===== config.mk =====
export PLATFORM = sky130hd
export DESIGN_NAME = hla_ctrl
export DESIGN_NICKNAME = d
export VERILOG_FILES = /design/src/rtl/core/hla_pkg.sv /design/src/rtl/core/hla_ctrl.sv
export SDC_FILE = /design/constraint.sdc
export NUM_CORES = 1
export LEC_CHECK = 0
export BUFFER_PORTS_ARGS = -buffer_cell sky130_fd_sc_hd__buf_2
export CORE_UTILIZATION = 56
export DETAILED_ROUTE_END_ITERATION = 8
export PLACE_DENSITY = 0.9
export SETUP_SLACK_MARGIN = 0.3
export SYNTH_ARGS = -nofsm -noshare
export SYNTH_HDL_FRONTEND = slang
export SYNTH_SLANG_ARGS = --single-unit

===== constraint.sdc =====
create_clock -name clk -period 3.65 [get_ports clk]
set_clock_uncertainty 0.05 [all_clocks]
set_input_delay 0.5475 -clock clk [delete_from_list [all_inputs] [get_ports clk]]
set_output_delay 0.5475 -clock clk [all_outputs]
set_load 0.02 [all_outputs]

===== src/rtl/core/hla_pkg.sv =====
// Package for the HITS link analysis block: sizes, codes, payload and
// controller/datapath interface types. No dependencies.
package hla_pkg;

  localparam int MAX_NODES  = 1024;
  localparam int SCORE_BITS = 16;

  localparam int NODE_W    = $clog2(MAX_NODES);
  localparam int CNT_W     = $clog2(MAX_NODES + 1);
  localparam int ADJ_AW    = 2 * NODE_W;
  localparam int FRAC_BITS = SCORE_BITS - 1;
  localparam int SUM_W     = SCORE_BITS + NODE_W;
  localparam int ACC_W     = ((2 * SUM_W + NODE_W + 1) / 2) * 2;
  localparam int ROOT_W    = ACC_W / 2;
  localparam int REM_W     = ROOT_W + 2;
  localparam int DIV_STEPS = FRAC_BITS + 1;
  localparam int STEP_W    = $clog2(ROOT_W + 1);

  localparam int NODE_COUNT_W = 11;
  localparam int ITER_W       = 16;
  localparam int CFG_DATA_W   = 16;
  localparam int CFG_IDX_W    = 1;

  localparam logic [NODE_COUNT_W-1:0] NODE_COUNT_RESET = 11'd1024;
  localparam logic [ITER_W-1:0]       ITER_RESET       = 16'd100;

  localparam logic [SCORE_BITS-1:0] SCORE_ONE = SCORE_BITS'(1) << FRAC_BITS;

  localparam logic [CFG_IDX_W-1:0] CFG_NODE_COUNT = 1'd0;
  localparam logic [CFG_IDX_W-1:0] CFG_ITER       = 1'd1;

  localparam logic [1:0] ACT_LOAD    = 2'd0;
  localparam logic [1:0] ACT_COMPUTE = 2'd1;
  localparam logic [1:0] ACT_READ    = 2'd2;

  localparam logic KIND_DONE = 1'b0;
  localparam logic KIND_READ = 1'b1;

  typedef struct packed {
    logic [1:0] action;
    logic [9:0] row_node;
    logic [9:0] col_node;
    logic       edge_present;
    logic [9:0] query_node;
  } in_item_t;

  typedef struct packed {
    logic        result_kind;
    logic [15:0] hub_score;
    logic [15:0] authority_score;
    logic        zero_norm_seen;
  } out_item_t;

  typedef enum logic [4:0] {
    S_IDLE, S_RDOUT, S_INIT, S_PHASE, S_ROW, S_WALK, S_FIN1, S_FIN2, S_FIN3,
    S_SQRT, S_NCHK, S_NROW, S_NREQ, S_NINIT, S_NDIV, S_NWR, S_PEND, S_DONE
  } state_t;

  typedef struct packed {
    logic              adj_we;
    logic              walk_rd;
    logic              self_node;
    logic [ADJ_AW-1:0] adj_raddr;
    logic [NODE_W-1:0] score_addr;
    logic [NODE_W-1:0] score_waddr;
    logic [NODE_W-1:0] raw_addr;
    logic              phase;     // 0 hub pass, 1 authority pass
    logic              sum_clr;
    logic              sq_load;
    logic              acc_clr;
    logic              acc_add;
    logic              clear_we;
    logic              sqrt_init;
    logic              sqrt_step;
    logic              norm_chk;
    logic              div_init;
    logic              div_step;
    logic              vec_we;
    logic              chg_clr;
    logic              zflag_clr;
    logic              query_rd;
    logic              out_read;
    logic              out_done;
  } cmd_t;

  typedef struct packed {
    logic changed;
  } stat_t;

endpackage


===== src/rtl/core/hla_ctrl.sv =====
// Controller for the HITS block: intake, config registers, loop counters
// and the compute sequence. Depends on hla_pkg.
module hla_ctrl (
  input  logic                               clk,
  input  logic                               rst,
  input  logic                               in_valid,
  output logic                               in_ready,
  input  hla_pkg::in_item_t                  in_data,
  output logic                               out_valid,
  input  logic                               out_ready,
  input  logic                               cfg_we,
  input  logic [hla_pkg::CFG_IDX_W-1:0]      cfg_index,
  input  logic [hla_pkg::CFG_DATA_W-1:0]     cfg_data,
  output hla_pkg::cmd_t                      cmd,
  input  hla_pkg::stat_t                     stat
);
  import hla_pkg::*;

  state_t                  state, state_next;
  logic [CNT_W-1:0]        o, o_next, k, k_next;
  logic [STEP_W-1:0]       step, step_next;
  logic [ITER_W-1:0]       round, round_next;
  logic                    phase, phase_next;
  logic [9:0]              qry, qry_next;
  logic                    out_valid_next;
  logic [NODE_COUNT_W-1:0] node_count;
  logic [ITER_W-1:0]       iteration_count;
  logic [CNT_W-1:0]        n_eff;
  logic [ITER_W-1:0]       round_inc;

  assign n_eff = (int'(node_count) > MAX_NODES) ? CNT_W'(MAX_NODES) : CNT_W'(node_count);
  assign round_inc = round + 1'b1;

  always_ff @(posedge clk) begin
    if (rst) begin
      state           <= S_IDLE;
      out_valid       <= 1'b0;
      node_count      <= NODE_COUNT_RESET;
      iteration_count <= ITER_RESET;
      o               <= '0;
      k               <= '0;
      step            <= '0;
      round           <= '0;
      phase           <= 1'b0;
    end else begin
      state     <= state_next;
      out_valid <= out_valid_next;
      o         <= o_next;
      k         <= k_next;
      step      <= step_next;
      round     <= round_next;
      phase     <= phase_next;
      if (cfg_we) begin
        case (cfg_index)
          CFG_NODE_COUNT: node_count <= NODE_COUNT_W'(cfg_data);
          CFG_ITER:       iteration_count <= cfg_data;
          default: ;
        endcase
      end
    end
  end

  always_ff @(posedge clk) begin
    qry <= qry_next;
  end

  always_comb begin
    state_next     = state;
    o_next         = o;
    k_next         = k;
    step_next      = step;
    round_next     = round;
    phase_next     = phase;
    qry_next       = qry;
    out_valid_next = out_valid && !out_ready;
    in_ready       = 1'b0;
    cmd            = '0;
    cmd.phase      = phase;
    cmd.raw_addr   = o[NODE_W-1:0];
    cmd.score_addr = o[NODE_W-1:0];
    cmd.score_waddr = o[NODE_W-1:0];
    cmd.self_node  = (o == k);
    cmd.adj_raddr  = phase ?
        ((ADJ_AW'(k[NODE_W-1:0]) << NODE_W) | ADJ_AW'(o[NODE_W-1:0])) :
        ((ADJ_AW'(o[NODE_W-1:0]) << NODE_W) | ADJ_AW'(k[NODE_W-1:0]));

    case (state)
      S_IDLE: begin
        in_ready       = 1'b1;
        cmd.score_addr = NODE_W'(in_data.query_node);
        if (in_valid) begin
          case (in_data.action)
            ACT_LOAD: cmd.adj_we = 1'b1;
            ACT_COMPUTE: begin
              cmd.zflag_clr = 1'b1;
              k_next        = '0;
              state_next    = S_INIT;
            end
            ACT_READ: begin
              cmd.query_rd = 1'b1;
              qry_next     = in_data.query_node;
              state_next   = S_RDOUT;
            end
            default: ;
          endcase
        end
      end
      S_RDOUT: begin
        cmd.score_addr = NODE_W'(qry);
        if (!out_valid || out_ready) begin
          cmd.out_read   = 1'b1;
          out_valid_next = 1'b1;
          state_next     = S_IDLE;
        end
      end
      S_INIT: begin
        cmd.clear_we    = 1'b1;
        cmd.score_waddr = k[NODE_W-1:0];
        k_next          = k + 1'b1;
        if (k == CNT_W'(MAX_NODES - 1)) begin
          round_next = '0;
          phase_next = 1'b0;
          state_next = (iteration_count == '0) ? S_DONE : S_PHASE;
        end
      end
      S_PHASE: begin
        cmd.acc_clr = 1'b1;
        cmd.chg_clr = !phase;
        o_next      = '0;
        state_next  = S_ROW;
      end
      S_ROW: begin
        if (o == n_eff) begin
          cmd.sqrt_init = 1'b1;
          step_next     = '0;
          state_next    = S_SQRT;
        end else begin
          cmd.sum_clr = 1'b1;
          k_next      = '0;
          state_next  = S_WALK;
        end
      end
      S_WALK: begin
        cmd.walk_rd    = 1'b1;
        cmd.score_addr = k[NODE_W-1:0];
        k_next         = k + 1'b1;
        if (k == CNT_W'(n_eff - 1'b1)) begin
          state_next = S_FIN1;
        end
      end
      S_FIN1: state_next = S_FIN2;  // last product lands in the sum
      S_FIN2: begin
        cmd.sq_load = 1'b1;
        state_next  = S_FIN3;
      end
      S_FIN3: begin
        cmd.acc_add = 1'b1;
        o_next      = o + 1'b1;
        state_next  = S_ROW;
      end
      S_SQRT: begin
        cmd.sqrt_step = 1'b1;
        step_next     = step + 1'b1;
        if (step == STEP_W'(ROOT_W - 1)) begin
          state_next = S_NCHK;
        end
      end
      S_NCHK: begin
        cmd.norm_chk = 1'b1;
        o_next       = '0;
        state_next   = S_NROW;
      end
      S_NROW: state_next = (o == n_eff) ? S_PEND : S_NREQ;
      S_NREQ: state_next = S_NINIT;
      S_NINIT: begin
        cmd.div_init = 1'b1;
        step_next    = '0;
        state_next   = S_NDIV;
      end
      S_NDIV: begin
        cmd.div_step = 1'b1;
        step_next    = step + 1'b1;
        if (step == STEP_W'(DIV_STEPS - 1)) begin
          state_next = S_NWR;
        end
      end
      S_NWR: begin
        cmd.vec_we = 1'b1;
        o_next     = o + 1'b1;
        state_next = S_NROW;
      end
      S_PEND: begin
        if (!phase) begin
          phase_next = 1'b1;
          state_next = S_PHASE;
        end else begin
          round_next = round_inc;
          phase_next = 1'b0;
          // a round that changes nothing is a fixed point
          if (!stat.changed || round_inc == iteration_count) begin
            state_next = S_DONE;
          end else begin
            state_next = S_PHASE;
          end
        end
      end
      S_DONE: begin
        if (!out_valid || out_ready) begin
          cmd.out_done   = 1'b1;
          out_valid_next = 1'b1;
          state_next     = S_IDLE;
        end
      end
      default: state_next = S_IDLE;
    endcase
  end

endmodule


[After elaboration in Yosys (flattened, before gate mapping)]
Cells that the tools add are included.
Operators by class
  $add $sub $neg: 5
  $lt $le $gt $ge: 1
  equal/unequal tests: 37
  mux-type cells: 58
  bitwise operators: 3
  reduce and logical (&&, ||, !) cells: 29
Operator list (count)
  $pmux W5 S15: 1
  $mux W5: 11
  $eq A5 B4 Y1 const B: 9
  $mux W11: 4
  $or A20 B10 Y20: 2
  $eq A11 B11 Y1: 3
  $pmux W11 S3: 1
  $mux W16: 2
  $pmux W16 S2: 1
  $pmux W10 S3: 1
  $mux W1: 28
  $add A11 B1 Y11 const B: 2
  $pmux W11 S2: 1
  $eq A5 B3 Y1 const B: 4
  $mux W20: 1
  $add A16 B1 Y16 const B: 1
  $eq A16 B16 Y1: 1
  $logic_not A16 Y1: 1
  $ne A2 B2 Y1 const B: 8
  $eq A5 B5 Y1 const B: 3
  $pmux W5 S3: 1
  $reduce_or A2 Y1: 7
  $eq A11 B10 Y1 const B: 1
  $gt A11 B11 Y1 const B: 1
  25 further kinds: 38
Word-level totals
  bits in registers: 87
  input port bits: 56

[Longest topological paths before layout]
  depth in word-level cells: 6
  depth in mapped cells: 12
  gate-level depth less buffers: 10

[Worst setup path after synthesis]
OpenSTA, ideal clock, no wires.
  path kind: reg2reg
  from: register node_count[10]
  to: register state[1]
  library setup time: 117 ps
  arrival time: 2661 ps
  data required time: 3483 ps
  path slack: 822 ps
  stages on the path, launching flop included: 13
  buffers on the path: 2
  clock period less this slack: 2828 ps
  cells stage by stage: dfxtp_1 -> buf_2 -> nand2b_1 -> ha_1 -> clkbuf_1 -> xnor2_1 -> xnor2_1 -> a2111oi_0 -> nand4_1 -> or4_4 -> a21oi_4 -> o21ai_1 -> o22a_1
Between the ends
  longest elaborated chain between the ends: 6
RTL lines
  start: declaration: RTL line hla_ctrl.sv:26  | logic [NODE_COUNT_W-1:0] node_count;
  start signal: assignment: RTL line hla_ctrl.sv:55  | CFG_NODE_COUNT: node_count <= NODE_COUNT_W'(cfg_data);
  $gt A11 B11 Y1: RTL line hla_ctrl.sv:31  | assign n_eff = (int'(node_count) > MAX_NODES) ? CNT_W'(MAX_NODES) : CNT_W'(node_count);
  $mux W11 (*): RTL line hla_ctrl.sv:31
  $sub A11 B1 Y11 (*): RTL line hla_ctrl.sv:147  | if (k == CNT_W'(n_eff - 1'b1)) begin
  $eq A11 B11 Y1 (*): RTL line hla_ctrl.sv:147
  $ne A2 B2 Y1 (no source line) (*)
  $reduce_and A7 Y1 (no source line) (*)
  end signal: assignment: RTL line hla_ctrl.sv:46  | state <= state_next;
  end: declaration: RTL line hla_ctrl.sv:19  | state_t state, state_next;
Mark *: on every way between the ends. The rest lies on a longest branch, timed or not.
A chain may end at the register's enable or synchronous reset.

==> impl_results.md <==
* Status: finished clean
* Seq/Total Area, Yosys at 0.3019
* Arr. time, crit path at 2.63 ns
* Final std cells w/o fill at 1,014
* Hold path depth at 1
* Core ar. at 0.01046 mm²
* Max frequency at 0.3102 GHz
* Row count at 37
* CP endpoint kind: output pin
* Max-Cap Viols at 0
* Top FF cell, synth: dfxtp_1
* Synth Instances at 823
* Largest stage delay, worst path at 0.60 ns
* First drt pass iteration count at 7
* Crit path time final at 3.224 ns
* Post-CTS Setup Bufs at 0
* Via-to-Cell Ratio at 6.277
* IO Port Bufs at 106
* Final WL at 17,190 µm
* Commonest non-fill, non-tap cell in the layout: nand2_1
* Setup_tns at 0 ns
* Layout cells sized above 1 at 0.1993
* Largest net degree at the start of global routing at 64
* Cell Area, Synth at 0.006101 mm²
* Slew @ Worst Pin at 0.8614 ns
* Post-synth EDFFs at 10
* Clk buf depth at 2
* Synthesized Nets at 886
* DR vias at 6,365
* Pins Over Slew Limit at 0
* Synth Warn # at 0
* Synth cell types at 68
* TritonCTS clock tree: done
* GP Congestion at 0.9038
* Post-route ant nets at 0
* Crit path max fanout at 10
* Die area at 0.01132 mm²
* Critical path cell sequence: o22ai_1 -> a2111oi_0 -> nand4_1 -> nor3_2 -> buf_2
* Clock root buffer: clkbuf_8
* Initial DRC count at 817
* Worst hold path class: input pin to flop
* Worst-Skew Late Latency at 0.37 ns
* Final WS setup at 0.4260 ns
* Hold path start: in_data[6]
* Slowest-stage cell, CP: dfxtp_1
* Final hold slack at 0.3120 ns
* Tot Pwr at 0.003243 W
* Ant. Diodes at 0
* R2R Setup Slk at 0.52 ns
* P_leak at 2.648 nW
* Buffer and inverter count on the worst path at 1
* Via count of the first global-routing pass at 5,516
* Grt total ovfl at 0
* Worst r2r dst: state[1]
* Average cell area after synthesis at 7.413 µm²
* Placed cells at 998
* Clock Sink Count at 87
* DRC violations left at 0
* Die height at 106.4 µm
* Hpwl dp at 12,010 µm
* CTS clock-pin slew for the worst setup and hold paths at 0.09 ns
* Place WS at 0.5293 ns
* Crit share post-route at 0.8833
* First-pass GRT wire length at 27,660 µm
* Commonest non-fill, non-tap cells in the layout: nand2_1 (129), buf_2 (106), dfxtp_1 (76), nor2_1 (74), a21oi_1 (61)
* Startpoint types: flop
* Post-synth ARST share at 0
* PD cells at 479.5 mW/mm²
* Worst flop-to-flop path startpoint: round[0]
* Worst path required time at 3.05 ns
* Num CTS Buffers at 9
* Final setup fails at 0
* Area delta synth->final at 10.87%
* GR Util All Layers at 0.3037
* Max-slew headroom at 0.4236
* H-tree level count at 3
* Hold Path Sink: qry[6]
* Top delay family on crit path: simple AND/OR/NAND/NOR gates
* RSZ-0062 raised after global routing: false
* Setup Crit Path Kind: flop to output pin
* Routed len/inst at 16.96 µm
* Initial antenna violation count at 0
* Final Hold Viols at 0
* Worst r2r path cells at 9
* Ports at 128
* Starting Density at 0.5831
* Die X at 106.4 µm
* Flops & latches, synth at 87
* Final net count at 936
* Peak supply drop at 0.5372 mV
[worst register-to-register path, cell delays in order (launching register included)]
cell	delay [ns]
dfxtp_1	0.45
ha_1	0.37
and4_1	0.33
nand3_1	0.19
xnor2_1	0.25
o221ai_1	0.15
or4_1	0.56
o41ai_2	0.31
a211oi_1	0.13
o22a_1	0.23
[worst max path at each step]
stage,endpoint,startpoint,cells past startpoint
floorplan,state[1],node_count[10],12
global placement,state[1],round[0],9
detailed placement,state[1],round[0],9
CTS,cmd[10],node_count[2],5
global route,state[1],round[0],9
finish,cmd[10],node_count[2],5
[per-layer routing]
| metal | part of all wire | vias to the layer above | track usage |
|---|---|---|---|
| li1 | - | 3002 | - |
| met3 | 0.090 | 41 | 0.05702 |
| met1 | 0.41 | 2993 | 0.4109 |
| met4 | 0.022 | 0 | 0.09028 |
| met2 | 0.48 | 329 | 0.4893 |
| met5 | 0 | - | 0 |
[power breakdown]
| part | internal, W | switching, W |
|---|---|---|
| clock | 0.000321 | 0.000380 |
| combinational | 0.000502 | 0.000886 |
| sequential | 0.00103 | 0.000124 |
| total | 0.00185 | 0.00139 |
[final cells by class]
cell class | instances | area [µm²]
Multi-Input combinational cell | 633 | 3826
Fill cell | 915 | 3699
Sequential cell | 87 | 1843
Timing Repair Buffer | 123 | 658.1
Tap cell | 136 | 170.2
Clock buffer | 10 | 127.6
Inverter | 19 | 71.32
Clock inverter | 6 | 67.56
[logic make-up (layout without fill, tap and decap cells)]
| kind of cell | count (synthesis) | count (layout) | synth area share |
|---|---|---|---|
| simple gates | 357 | 357 | 0.2847 |
| fa+ha+maj | 7 | 7 | 0.01436 |
| xor+xnor | 56 | 56 | 0.08039 |
| compound gates | 188 | 188 | 0.1991 |
| mux | 25 | 25 | 0.04532 |
| buf+inv | 103 | 158 | 0.07424 |
| flops | 87 | 87 | 0.3019 |
[what timing repair did]
action / in CTS / in global routing
hold buffers: 0 / 0
resized for setup: 0 / 4
setup endpoints to repair: 0 / 5
[registers in the layout, indices dropped and copies added (netlist names)]
register and count:
iteration_count 16, round 16, k 11, node_count 11, o 11, qry 10
state 5, step 5, out_valid 1, phase 1
[cell usage after synthesis (all sizes together) (19+ instances only)]
library cell  number  area (µm²)
nand2            129       484.2
dfxtp             77        1541
nor2              74       277.8
a21oi             62       321.6
clkbuf            54       202.7
xnor2             42       367.9
o21ai             37       185.2
nor3              32       165.2
buf               30       178.9
nand3             25       125.1
mux2              21       236.5
inv               19       71.32
[through the flow]
stage	util	cell area [µm²]
after floorplan	-	6101
final	0.6465	6764
after global placement	0.6264	6554
after detailed placement	0.6264	6554
after global routing	0.6465	6764
after CTS	0.6451	6749
(Power assumes the default switching activity.)
